**src/rtl/core/ibu_ram.sv**
```systemverilog
// Generic single-write, single-read synchronous RAM with registered read data.
`timescale 1ns / 1ps

module ibu_ram #(
  parameter int WIDTH = 16,
  parameter int DEPTH = 256
) (
  input  logic                     clk,
  input  logic                     wr_en,
  input  logic [$clog2(DEPTH)-1:0] wr_addr,
  input  logic [WIDTH-1:0]         wr_data,
  input  logic                     rd_en,
  input  logic [$clog2(DEPTH)-1:0] rd_addr,
  output logic [WIDTH-1:0]         rd_data
);

  logic [WIDTH-1:0] mem [DEPTH];

  always_ff @(posedge clk) begin
    if (wr_en) begin
      mem[wr_addr] <= wr_data;
    end
    if (rd_en) begin
      rd_data <= mem[rd_addr];
    end
  end

endmodule

```
**config.mk**
```make
export PLATFORM = sky130hd
export DESIGN_NAME = ibu_ram
export DESIGN_NICKNAME = d
export VERILOG_FILES = /design/src/rtl/core/ibu_ram.sv
export SDC_FILE = /design/constraint.sdc
export NUM_CORES = 2
export LEC_CHECK = 0
export BUFFER_PORTS_ARGS = -buffer_cell sky130_fd_sc_hd__buf_2
export CORE_UTILIZATION = 45
export DETAILED_ROUTE_END_ITERATION = 12
export PLACE_DENSITY_LB_ADDON = 0.05
export SETUP_SLACK_MARGIN = 0.4
export SYNTH_ARGS = -nofsm -noshare
export SYNTH_HDL_FRONTEND = slang
export SYNTH_SLANG_ARGS = --single-unit
```
**constraint.sdc**
```tcl
create_clock -name clk -period 2.5 [get_ports clk]
set_input_delay 0.25 -clock clk [delete_from_list [all_inputs] [get_ports clk]]
set_output_delay 0.25 -clock clk [all_outputs]
set_load 0.02 [all_outputs]
```
Word-level counts from Yosys, hierarchy flattened
Memory sizes are Yosys's and may differ from the RTL's. A register that Yosys moved wholly into a read port is not among the register bits.
Index checks and enable logic that the tools add are counted.
{"block": "word_totals", "elab_cells": 3, "regBits": 0, "mem_count": 1, "out_inout_bits": 16, "ram_bits": 4096, "input_bits": 35}
{"block": "op_classes", "mux": 2}
{"name": "mem", "depth": 256, "width": 16, "rd": 1, "rd_ports_with_merged_regs": 1, "write_ports": 1, "line_no": "17", "source": "logic [WIDTH-1:0] mem [DEPTH];"}
{"op": "two-way mux 1 bit", "count": 2}

Logic depth before layout (Yosys ltp)
{"block": "logic_depth", "ltp_word": 2, "mapped_depth": 12, "depth_no_buf": 6}

Worst setup path after synthesis
Ideal clock, no wire load.
{"block": "synth_timing", "path_type": "in2reg", "startpoint": "in rd_addr[0]", "endpoint": "reg rd_data[4] (read register of mem), data pin", "setup_time_ns": 0.265, "setup_slack_ns": 0.001, "arrival_ns": 2.234, "stages": 8, "cell_sequence": "buf_6 > buf_6 > buf_2 > mux4_2 > mux4_2 > a22o_1 > o32ai_2 > nor4_2"}
{"element": "start, declared", "line_no": "13", "source": "input logic [$clog2(DEPTH)-1:0] rd_addr,"}
{"element": "end, declared", "line_no": "14", "source": "output logic [WIDTH-1:0] rd_data"}

==> Implementation_results.wiki <==
{| class="wikitable"
! Metric !! Value
|-
| Status || finished, violations left
|-
| Violations in the final reports || setup timing
|-
| Clk_skew || 0.0278 ns
|-
| Synth cell types || 51
|-
| Number of warnings printed during yosys synthesis || 0
|-
| Post-Place Cell Area || approximately 180000 um2
|-
| Launching element type of the critical path || primary input
|-
| Max Cap Viol || 0
|-
| Ys async rst share || 0%
|-
| Post-Route Hold Slack || 0.0876 ns
|-
| Via count of the first global-routing pass || ~82000
|-
| Global router's overall resource usage || around a quarter
|-
| Combinational power share || under 10%
|-
| Number of instances in the synthesized netlist || 7360
|-
| Largest net degree at the start of global routing || 95
|-
| Dominant synthesized flop cell || edfxtp_1
|-
| Final Hold Violating Endpoints || 0
|-
| Initial DRC Count || slightly above 9000
|-
| Insertion delay to the later sink of the worst-skew pair || just under 1 ns
|-
| Fraction of layout cells with a size suffix above 1 || between 30% and 40%
|-
| DR vias || about 81000
|-
| Critical Path RT || between 3 and 4 ns
|-
| Clock slew at reported path FFs || ~0.060 ns
|-
| Overall power || around 0.15 W
|-
| Sequential cell area fraction in the yosys report || between 70% and 80%
|-
| Flop and latch count out of synthesis || around 4100
|-
| TritonCTS clock tree || yes
|-
| Post-layout instance count excluding filler cells || 13600
|-
| Internal power contribution || ~0.12 W
|-
| Crit Path Category || in -> reg
|-
| Part of the total power dissipated in sequential elements || 51.7%
|-
| Detailed-route vias per instance || about 6
|-
| Post-detailed-route DRC marker count || 0
|-
| Final Slew Violations || 0
|-
| I/O Buffers || 50
|-
| Area of the mapped netlist || approximately 160000 um2
|-
| Worst min path class || in -> reg
|-
| Critical path fanouts, max || 31
|-
| Routability cong. || between 0.8 and 0.9
|-
| Leading cell type in the layout, fill and taps excluded || edfxtp_1
|-
| Area of the die || 355000 um2
|-
| Fin worst setup slack || -0.191 ns
|-
| Total nets after synthesis || around 7400
|-
| Maximum vdd drop || between 700 and 800 uV
|-
| Count of nets left with antenna violations after detail routing || 0
|-
| Starting utilization of the core area || a little under half
|-
| Die extent in x || between 500 and 600 um
|-
| Layout-stage area growth over the synthesis result || 20.3%
|-
| CTS sink count || approximately 4100
|-
| Post-route minimum period || approximately 2.7 ns
|-
| Clock network fraction of design power || between 40% and 50%
|-
| Die outline height || 596 um
|-
| Data arrival time of the critical path || roughly 3.5 ns
|-
| Cell chosen for the clock root || clkbuf_16
|-
| Post-Route WL || ~460 mm
|-
| Pin slew with the least headroom to its limit || 1.03 ns
|-
| Post-synth EDFFs || between 4000 and 5000
|-
| Most used cells in the layout excluding fill and tap cells || edfxtp_1 (4112), buf_4 (888), mux4_2 (797)
|-
| Upper clock frequency limit || about 0.37 GHz
|-
| Global-route wire length before repair || between 600 and 700 mm
|-
| CORE AREA || 350000 um2
|-
| CP Capture Type || flip-flop
|-
| Drt first pass iters || 6
|-
| CTS Buf Count || between 400 and 500
|-
| CTS H-tree lvls || 5
|-
| NetSw || about 0.032 W
|-
| Placed Cells || about 13000
|-
| Net Sw Frac || a little over a fifth
|-
| Half-perimeter wire length after detailed placement || between 200 and 300 mm
|-
| Max-slew headroom at the worst pin || approximately 31%
|-
| Fraction of the cycle the final worst path needs || 108%
|-
| Unrepaired setup endpoints after global routing || true
|-
| Initial antenna violation count || 26
|-
| Ports placed on the boundary || approximately 50
|-
| Net total in the final layout || 8651
|-
| Final setup violation count || 8
|-
| Rows || 217
|-
| Power Dens Cells || 770 nW/um2
|-
| Avg Synthesized Cell Area || 21.6 um2
|-
| Leakage || about 62 nW
|-
| Design Area, Final || between 150000 and 200000 um2
|-
| Detailed-route wire length per cell || roughly 34 um
|-
| Overflow left after global routing || 0
|-
| Clock tree buffer depth || 4
|-
| Post-CTS Setup Bufs || 0
|}
-- state kept, by name, indices dropped and copies added, names as in the netlist --
name and cells:
rd_data 16, mem 4096
-- worst paths after layout --
kind / start / end / slack [ns] / cells after the start
min reg2reg: mem[224][9] / rd_data[9] / 1.21 / 6
max: rd_addr[0] / rd_data[2] / -0.19 / 12
max reg2reg: mem[21][2] / rd_data[2] / -0.19 / 6
min: wr_addr[4] / mem[181][14] / 0.09 / 4
-- metrics by stage --
step	setup slack (ns)	setup TNS, ns	util [%]
5_1_grt	-0.186	-0.889	54.5
6_report	-0.191	-0.590	54.6
4_1_cts	-0.187	-0.466	54.4
3_5_place_dp	-1.53	-16.42	50.3
3_3_place_gp	-1.50	-15.78	50.3
2_1_floorplan	0.140	0	-
-- final cells by class --
cell class	count	area, um2
repair buffers	1272	13500
multi-input cells	2792	34700
diodes	10	25.0
well taps	4599	5750
clock buffers	540	11500
flip-flops and latches	4112	123000
clock inverters	260	2120
inverters	4	27.5
fillers	27000	159000
-- cells by family after synthesis --
group	share of synthesized area (%)
compound gates	3.53
flops	77.7
simple gates	1.57
mux	15.5
buf+inv	1.69
-- Yosys cell counts (9+ instances only) --
cell	number	share of area [%]
edfxtp_1	4112	78
mux4_2	797	11
mux2i_1	565	3.6
nor2_1	304	0.72
o221ai_1	252	1.4
clkbuf_1	230	0.54
a21oi_1	175	0.55
o22ai_1	148	0.58
nor3_1	92	0.29
mux2_2	88	0.62
buf_6	77	0.55
buf_2	76	0.24
a22oi_1	43	0.20
nand2_1	38	0.090
o21ai_0	37	0.12
nand3_1	35	0.11
a22o_1	32	0.18
a221oi_1	28	0.15
buf_1	27	0.064
buf_4	26	0.12
nand4_1	26	0.10
o32ai_1	20	0.11
a211oi_1	18	0.085
nor4_1	17	0.067
o31ai_1	16	0.076
and3_1	11	0.043
buf_8	11	0.10
nor2b_1	9	0.035
-- worst max-delay path: stages --
cell	delay, ns
buf_12	0.17
buf_12	0.23
buf_4	0.20
buf_12	0.18
buf_12	0.27
buf_4	0.24
mux2i_1	0.10
o22ai_1	0.26
mux2i_1	0.22
a22oi_2	0.46
nand4_1	0.41
nor4_4	0.35
-- power groups by stage --
stage / Clock, W / Sequential, W / Combinational, W
after CTS: 0.0633 / 0.0761 / 0.00886
after detailed placement: 0 / 0.0776 / 0.00865
after global routing: 0.0657 / 0.0761 / 0.00928
final: 0.0621 / 0.0761 / 0.00888
after global placement: 0 / 0.0776 / 0.00855
after floorplan: 0 / 0.0776 / 0.00386
-- layer usage --
layer	wire length [um]	global-route usage (%)	part of all wire [%]
met3	28300	3.34	6.1
met4	12200	6.56	2.6
met5	13	0	0.0028
met2	222000	42.0	48
met1	198000	37.5	43
-- repair_timing --
item,in CTS,in global routing
pin swaps,22,24
endpoints found under the hold margin,1991,0
gates resized for setup,114,51
setup endpoints to repair,20,16
hold buffers,19,0
Note: power is estimated with default switching activity, not from simulation.
